$ cat src/hdl/ffha_pkg.sv
package ffha_pkg;

    localparam logic       CMD_ALLOC   = 1'b0;
    localparam logic       CMD_FREE    = 1'b1;
    localparam logic [1:0] ST_DONE     = 2'd0;
    localparam logic [1:0] ST_NO_FIT   = 2'd1;
    localparam logic [1:0] ST_BAD_FREE = 2'd2;
    localparam logic       REG_BASE    = 1'b0;
    localparam logic       REG_SIZE    = 1'b1;

    typedef struct packed {
        logic        cmd;
        logic [31:0] request_bytes;
        logic [31:0] block_address;
    } t_in_word;

    typedef struct packed {
        logic [31:0] granted_address;
        logic [1:0]  status;
    } t_out_word;

    typedef enum logic [3:0] {
        S_IDLE, S_SCAN_RD, S_SCAN_CHK, S_UP_RD, S_UP_WR, S_SPLIT_NEW, S_SPLIT_OWN,
        S_ALLOC_WHOLE, S_PREV_RD, S_PREV_CHK, S_NEXT_RD, S_NEXT_CHK, S_DN_RD, S_DN_WR,
        S_REL_WR, S_DONE
    } t_state;

    typedef enum logic [2:0] {RD_IDX, RD_IDX_M1, RD_IDX_P1, RD_J_M1, RD_J_P1} t_rd_sel;
    typedef enum logic [2:0] {
        WR_NONE, WR_SHIFT, WR_SPLIT_NEW, WR_SPLIT_OWN, WR_WHOLE, WR_FREE
    } t_wr_sel;
    typedef enum logic [1:0] {IDX_HOLD, IDX_INC, IDX_DEC} t_idx_op;
    typedef enum logic [2:0] {J_HOLD, J_CNT, J_IDX, J_IDX_P1, J_INC, J_DEC} t_j_op;
    typedef enum logic [1:0] {CNT_HOLD, CNT_INC, CNT_DEC} t_cnt_op;
    typedef enum logic [1:0] {CUR_HOLD, CUR_LOAD, CUR_MERGE_PREV, CUR_MERGE_NEXT} t_cur_op;
    typedef enum logic [1:0] {RES_HOLD, RES_GRANT, RES_MISS, RES_OK} t_res_op;

    typedef struct packed {
        logic    load;
        logic    rd_en;
        t_rd_sel rd_sel;
        t_wr_sel wr_sel;
        t_idx_op idx_op;
        t_j_op   j_op;
        t_cnt_op cnt_op;
        t_cur_op cur_op;
        t_res_op res_op;
    } t_dp_cmd;

    typedef struct packed {
        logic is_free_cmd;
        logic idx_end;
        logic hit;
        logic split_ok;
        logic idx_zero;
        logic next_in;
        logic up_more;
        logic dn_more;
        logic rd_free;
    } t_dp_stat;

endpackage

$ cat src/hdl/ffha_ctrl.sv
module ffha_ctrl (
    input  logic              i_clk,
    input  logic              i_rst_n,
    input  logic              i_start,
    input  ffha_pkg::t_dp_stat i_stat,
    output ffha_pkg::t_dp_cmd o_cmd,
    output logic              o_busy,
    output logic              o_done
);

    ffha_pkg::t_state r_state, n_state;
    logic             r_after_next, n_after_next;

    always_ff @(posedge i_clk) begin
        if (!i_rst_n) begin
            r_state      <= ffha_pkg::S_IDLE;
            r_after_next <= 1'b0;
        end else begin
            r_state      <= n_state;
            r_after_next <= n_after_next;
        end
    end

    // next state
    always_comb begin
        n_state      = r_state;
        n_after_next = r_after_next;
        case (r_state)
            ffha_pkg::S_IDLE: begin
                if (i_start) n_state = ffha_pkg::S_SCAN_RD;
            end
            ffha_pkg::S_SCAN_RD: begin
                n_state = i_stat.idx_end ? ffha_pkg::S_DONE : ffha_pkg::S_SCAN_CHK;
            end
            ffha_pkg::S_SCAN_CHK: begin
                if (!i_stat.hit) n_state = ffha_pkg::S_SCAN_RD;
                else if (i_stat.is_free_cmd) n_state = ffha_pkg::S_PREV_RD;
                else if (i_stat.split_ok) n_state = ffha_pkg::S_UP_RD;
                else n_state = ffha_pkg::S_ALLOC_WHOLE;
            end
            ffha_pkg::S_UP_RD: begin
                n_state = i_stat.up_more ? ffha_pkg::S_UP_WR : ffha_pkg::S_SPLIT_NEW;
            end
            ffha_pkg::S_UP_WR:       n_state = ffha_pkg::S_UP_RD;
            ffha_pkg::S_SPLIT_NEW:   n_state = ffha_pkg::S_SPLIT_OWN;
            ffha_pkg::S_SPLIT_OWN:   n_state = ffha_pkg::S_DONE;
            ffha_pkg::S_ALLOC_WHOLE: n_state = ffha_pkg::S_DONE;
            ffha_pkg::S_PREV_RD: begin
                n_state = i_stat.idx_zero ? ffha_pkg::S_NEXT_RD : ffha_pkg::S_PREV_CHK;
            end
            ffha_pkg::S_PREV_CHK: begin
                if (i_stat.rd_free) begin
                    n_state      = ffha_pkg::S_DN_RD;
                    n_after_next = 1'b0;
                end else begin
                    n_state = ffha_pkg::S_NEXT_RD;
                end
            end
            ffha_pkg::S_NEXT_RD: begin
                n_state = i_stat.next_in ? ffha_pkg::S_NEXT_CHK : ffha_pkg::S_REL_WR;
            end
            ffha_pkg::S_NEXT_CHK: begin
                if (i_stat.rd_free) begin
                    n_state      = ffha_pkg::S_DN_RD;
                    n_after_next = 1'b1;
                end else begin
                    n_state = ffha_pkg::S_REL_WR;
                end
            end
            ffha_pkg::S_DN_RD: begin
                if (i_stat.dn_more) n_state = ffha_pkg::S_DN_WR;
                else n_state = r_after_next ? ffha_pkg::S_REL_WR : ffha_pkg::S_NEXT_RD;
            end
            ffha_pkg::S_DN_WR:  n_state = ffha_pkg::S_DN_RD;
            ffha_pkg::S_REL_WR: n_state = ffha_pkg::S_DONE;
            ffha_pkg::S_DONE:   n_state = ffha_pkg::S_IDLE;
            default:            n_state = ffha_pkg::S_IDLE;
        endcase
    end

    // outputs
    always_comb begin
        o_cmd        = '0;
        o_cmd.rd_sel = ffha_pkg::RD_IDX;
        o_cmd.wr_sel = ffha_pkg::WR_NONE;
        o_cmd.idx_op = ffha_pkg::IDX_HOLD;
        o_cmd.j_op   = ffha_pkg::J_HOLD;
        o_cmd.cnt_op = ffha_pkg::CNT_HOLD;
        o_cmd.cur_op = ffha_pkg::CUR_HOLD;
        o_cmd.res_op = ffha_pkg::RES_HOLD;
        case (r_state)
            ffha_pkg::S_IDLE: begin
                o_cmd.load = i_start;
            end
            ffha_pkg::S_SCAN_RD: begin
                if (i_stat.idx_end) o_cmd.res_op = ffha_pkg::RES_MISS;
                else o_cmd.rd_en = 1'b1;
            end
            ffha_pkg::S_SCAN_CHK: begin
                if (i_stat.hit) begin
                    o_cmd.cur_op = ffha_pkg::CUR_LOAD;
                    o_cmd.j_op   = ffha_pkg::J_CNT;
                end else begin
                    o_cmd.idx_op = ffha_pkg::IDX_INC;
                end
            end
            ffha_pkg::S_UP_RD: begin
                o_cmd.rd_en  = i_stat.up_more;
                o_cmd.rd_sel = ffha_pkg::RD_J_M1;
            end
            ffha_pkg::S_UP_WR: begin
                o_cmd.wr_sel = ffha_pkg::WR_SHIFT;
                o_cmd.j_op   = ffha_pkg::J_DEC;
            end
            ffha_pkg::S_SPLIT_NEW: begin
                o_cmd.wr_sel = ffha_pkg::WR_SPLIT_NEW;
                o_cmd.cnt_op = ffha_pkg::CNT_INC;
            end
            ffha_pkg::S_SPLIT_OWN: begin
                o_cmd.wr_sel = ffha_pkg::WR_SPLIT_OWN;
                o_cmd.res_op = ffha_pkg::RES_GRANT;
            end
            ffha_pkg::S_ALLOC_WHOLE: begin
                o_cmd.wr_sel = ffha_pkg::WR_WHOLE;
                o_cmd.res_op = ffha_pkg::RES_GRANT;
            end
            ffha_pkg::S_PREV_RD: begin
                o_cmd.rd_en  = !i_stat.idx_zero;
                o_cmd.rd_sel = ffha_pkg::RD_IDX_M1;
            end
            ffha_pkg::S_PREV_CHK: begin
                if (i_stat.rd_free) begin
                    o_cmd.cur_op = ffha_pkg::CUR_MERGE_PREV;
                    o_cmd.j_op   = ffha_pkg::J_IDX;
                    o_cmd.idx_op = ffha_pkg::IDX_DEC;
                end
            end
            ffha_pkg::S_NEXT_RD: begin
                o_cmd.rd_en  = i_stat.next_in;
                o_cmd.rd_sel = ffha_pkg::RD_IDX_P1;
            end
            ffha_pkg::S_NEXT_CHK: begin
                if (i_stat.rd_free) begin
                    o_cmd.cur_op = ffha_pkg::CUR_MERGE_NEXT;
                    o_cmd.j_op   = ffha_pkg::J_IDX_P1;
                end
            end
            ffha_pkg::S_DN_RD: begin
                o_cmd.rd_en  = i_stat.dn_more;
                o_cmd.rd_sel = ffha_pkg::RD_J_P1;
                if (!i_stat.dn_more) o_cmd.cnt_op = ffha_pkg::CNT_DEC;
            end
            ffha_pkg::S_DN_WR: begin
                o_cmd.wr_sel = ffha_pkg::WR_SHIFT;
                o_cmd.j_op   = ffha_pkg::J_INC;
            end
            ffha_pkg::S_REL_WR: begin
                o_cmd.wr_sel = ffha_pkg::WR_FREE;
                o_cmd.res_op = ffha_pkg::RES_OK;
            end
            default: begin
            end
        endcase
    end

    assign o_busy = (r_state != ffha_pkg::S_IDLE);
    assign o_done = (r_state == ffha_pkg::S_DONE);

endmodule

$ cat config.mk
export PLATFORM = sky130hd
export DESIGN_NAME = ffha_ctrl
export DESIGN_NICKNAME = d
export VERILOG_FILES = /design/src/hdl/ffha_pkg.sv /design/src/hdl/ffha_ctrl.sv
export SDC_FILE = /design/constraint.sdc
export NUM_CORES = 1
export LEC_CHECK = 0
export ABC_AREA = 1
export BUFFER_PORTS_ARGS = -buffer_cell sky130_fd_sc_hd__clkbuf_2
export CAP_MARGIN = 15
export CORE_MARGIN = 4
export CORE_UTILIZATION = 30
export DETAILED_ROUTE_END_ITERATION = 8
export PLACE_DENSITY = 0.63
export SLEW_MARGIN = 10
export SYNTH_ARGS = -nofsm -noshare
export SYNTH_HDL_FRONTEND = slang
export SYNTH_SLANG_ARGS = --single-unit
$ cat constraint.sdc
create_clock -name i_clk -period 1.45 [get_ports i_clk]
set_clock_uncertainty 0.2 [all_clocks]
set_input_delay 0.145 -clock i_clk [delete_from_list [all_inputs] [get_ports i_clk]]
set_output_delay 0.145 -clock i_clk [all_outputs]
set_load 0.03 [all_outputs]
After elaboration in Yosys (flattened, before gate mapping)

Index checks and enable logic that the tools add are counted.

Reduce and logical (&&, ||, !) cells: 8
Muxes and demuxes: 35
Equal/unequal tests: 18

Operator list:

| operator           | count |
|---|---|
| $pmux 4 s14        | 1 |
| $eq 4x4->1 const B | 8 |
| $pmux 3 s5         | 2 |
| $eq 4x3->1 const B | 4 |
| $mux 4             | 4 |
| $mux 3             | 5 |
| $mux 2             | 7 |
| $pmux 2 s3         | 2 |
| $pmux 3 s4         | 1 |
| $eq 4x2->1 const B | 2 |
| $mux 1             | 8 |
| $pmux 2 s2         | 2 |
| $ne 2x2->1 const B | 3 |
| $mux 5             | 1 |
| $pmux 1 s5         | 1 |
| $eq 4x1->1 const B | 1 |
| $logic_not 4->1    | 1 |
| $reduce_bool 4->1  | 1 |
| $reduce_or 2->1    | 2 |
| $reduce_and 3->1   | 1 |
| $reduce_or 3->1    | 1 |
| $pmux 1 s2         | 1 |
| $reduce_bool 2->1  | 1 |
| $logic_not 1->1    | 1 |

Output and inout port bits: 21
Word-level logic and storage cells: 63
Bits in registers: 5

Logic depth before layout (Yosys ltp)

Word-level depth: 4
Gate-level depth with buffers: 10
Depth with buffers taken out: 9

Least setup slack after synthesis

No wires, ideal clock.

Path kind: reg-to-output
From: register r_state[1]
To: output port o_cmd[11] in the netlist's numbering
Arrival time: 1.423 ns
Cell stages (with the launch flop): 5
Path buffers: 0
Slack: -0.318 ns
Path through: dfxtp_1 inv_2 nor2_8 inv_1 o21ai_0

RTL lines:

| item                     | RTL line        | source |
|---|---|---|
| start: declaration       | ffha_ctrl.sv:11 | `ffha_pkg::t_state r_state, n_state;` |
| start signal: assignment | ffha_ctrl.sv:16 | `r_state <= ffha_pkg::S_IDLE;` |
| start signal: assignment | ffha_ctrl.sv:19 | `r_state <= n_state;` |
| end: declaration         | ffha_ctrl.sv:6  | `output ffha_pkg::t_dp_cmd o_cmd,` |

==> run_results.csv <==
group,metric,value,unit
worst_setup_path,required,1.11,ns
timing,final.min_clock_period,1.72,ns
global_route,first_global_vias,1020,
pwr,powerDensity,1630,nW/um^2
pwr,leakage,0.880,nW
global_route,grt_usage,17.1,%
worst_setup_path,critPathKind,"flip-flop to primary output",
synth,syn_nets,137,
job,maxCapViolCount,0,
worst_setup_path,cp-start-kind,"flip-flop",
route,viasPerCell,5.00,
pwr,total_power,2.69,mW
outcome,violations,"negative setup slack",
pwr,switching_power,1.36,mW
synth,synthCells,125,
placed_design,place.gp.congestion,0.918,
route,drc_errors,0,
pwr,seq_power_share,10.4,%
synth,synth_seq_cells,5,
die,die_h,55.2,um
timing,hold_violations,0,
global_route,grt_overflow,0,
timing,tightest_slew,0.268,ns
placed_design,portBuffers,32,
die,dieArea,3050,sq um
clocking,max-clock-path-buffers,2,
route,routedWlPerCell,14.8,um
layout,final_cells,224,
route,drtAntennaViolNets,0,
timing,whs,0.0294,ns
clocking,h-tree-depth,1,
pwr,vdd_drop_max,1.38,mV
die,start_util,32.8,%
route,wirelength,3320,um
timing,rsz0062_at_grt,"true",
clocking,cts_buffers,3,
clocking,cts_tree,"yes",
layout,finish.instance_area,1650,sq um
layout,diodes,0,
worst_setup_path,end_kind,"primary output",
timing,slew_viol_final,0,
die,ios,33,
synth,yosys_warnings,0,
pwr,p_clk_share,6.4,%
synth,syn_area,669,sq um
pwr,swShare,50.6,%
global_route,grt_pass1_wl,4310,um
placed_design,dpl_cell_area,1060,sq um
timing,worst_slack,-0.273,ns
layout,drive_gt1_share,67.5,%
worst_setup_path,critPathMaxFanout,6,
synth,seq_area_frac_synth,15.0,%
layout,layout_common_cells,"24 x nand2_1, 24 x buf_4, 22 x buf_6",
placed_design,place_ws,-0.112,ns
layout,area_growth_syn_to_layout,146,%
clocking,root_buffer,"clkbuf_4",
synth,yosysUniqueCellTypes,20,
clocking,clk_latency,0.25,ns
timing,slew_headroom,82.1,%
route,vias,1121,
placed_design,hpwl,1900,um
route,firstDrtPassIters,4,
pwr,intPower,1.33,mW
synth,syn_area_per_cell,5.36,sq um
clocking,cts.sink_count,5,
hold_path,min_path_type,"input port to flip-flop",
global_route,antenna_found_initial,0,
pwr,pwr-share-comb,83.3,%
layout,layout.nets,210,
outcome,status,"complete, but fails checks",
clocking,clkSlewWorstSetupHoldPaths,0.05,ns
timing,timing.fmax,581,MHz
timing,setup_viol,24,
route,drt_iter0_markers,66,
die,core-area,2040,sq um
placed_design,place_inst,205,
global_route,grt_max_degree,8,
worst_setup_path,cp.arrival,1.38,ns
timing,finalCritPeriodShare,119,%
die,fp.dieW,55.2,um
die,num_rows,16,
per-stage QoR:
step,utilization [%],setup TNS [ns]
after floorplan,-,-0.108
after global placement,51.8,-0.874
after detailed placement,51.8,-1.00
after CTS,67.4,-3.90
after global routing,80.7,-5.40
final,80.7,-4.30
final timing paths:
check                    start            to  slack, ns  cells after the start
setup / recovery    r_state[0]     o_cmd[17]      -0.27                      7
hold / removal       i_stat[8]    r_state[3]       0.03                      3
setup reg to reg    r_state[0]    r_state[0]      -0.20                     11
hold reg to reg   r_after_next  r_after_next       0.29                      2
cell usage after synthesis:
cell type  number  share of area (%)
nor3_1          1               0.75
inv_2           3                1.7
buf_4           2                2.2
nand2_4         2                3.4
o21ai_0         3                2.2
nand2_2         3                2.8
nand4_1         3                2.8
nor2_4          2                3.4
nand3_1        16                 12
nor2_1         20                 11
inv_1          22                 12
nor2_2          3                2.8
a21oi_1         4                3.0
nand2_1        31                 17
clkinv_1        1               0.56
o211ai_1        1                1.1
nand3_2         1                1.5
dfxtp_1         5                 15
a31oi_1         1               0.94
nor2_8          1                3.0
power by group through the flow:
stage,registers [mW],clock network [mW],logic (mW)
global route,0.288,0.177,2.36
CTS,0.255,0.172,1.72
floorplan,0.204,0,0.864
global placement,0.224,0,1.36
finish,0.278,0.172,2.24
detailed placement,0.226,0,1.35
kinds of logic (layout without fill, tap and decap cells):
logic type	count (synthesis)	count (layout)	share of synthesized area (%)
and+or+nand+nor	83	83	60.9
DFF	5	5	15.0
buffers and inverters	28	100	16.8
AOI/OAI and AO/OA	9	9	7.29
layer usage:
layer	global-route usage, %	wire length (um)	up-vias
li1	-	-	531
met1	20.0	1270	531
met2	31.1	1780	52
met3	3.03	224	7
met4	5.56	40	0
met5	0	0	-
sequential cells by signal (all words and copies together), names as in the netlist:
name	cells
r_after_next	1
r_state	4
final cells by class:
type / count / area [sq um]
Sequential cell: 5 / 113
Inverter: 26 / 118
Multi-Input combinational cell: 92 / 688
Tap cell: 27 / 33.8
Timing Repair Buffer: 70 / 669
Clock buffer: 4 / 26.3
Fill cell: 123 / 394
worst max-delay path: stages, from the launching register on:
cell and delay [ns]:
dfxtp_2 0.34, buf_8 0.15, nor2_8 0.19, nand3_2 0.11
nand2_2 0.11, a21oi_2 0.04, nand3_2 0.07, buf_8 0.12
what timing repair did:
action | CTS | global route
pin swaps | 9 | 24
setup buffers | 8 | 9
resized for setup | 66 | 76
hold buffers | 1 | 0
gates cloned | 0 | 0
endpoints found under the hold margin | 2 | 0
setup endpoints to repair | 25 | 26
Note: power is estimated with default switching activity, not from simulation.
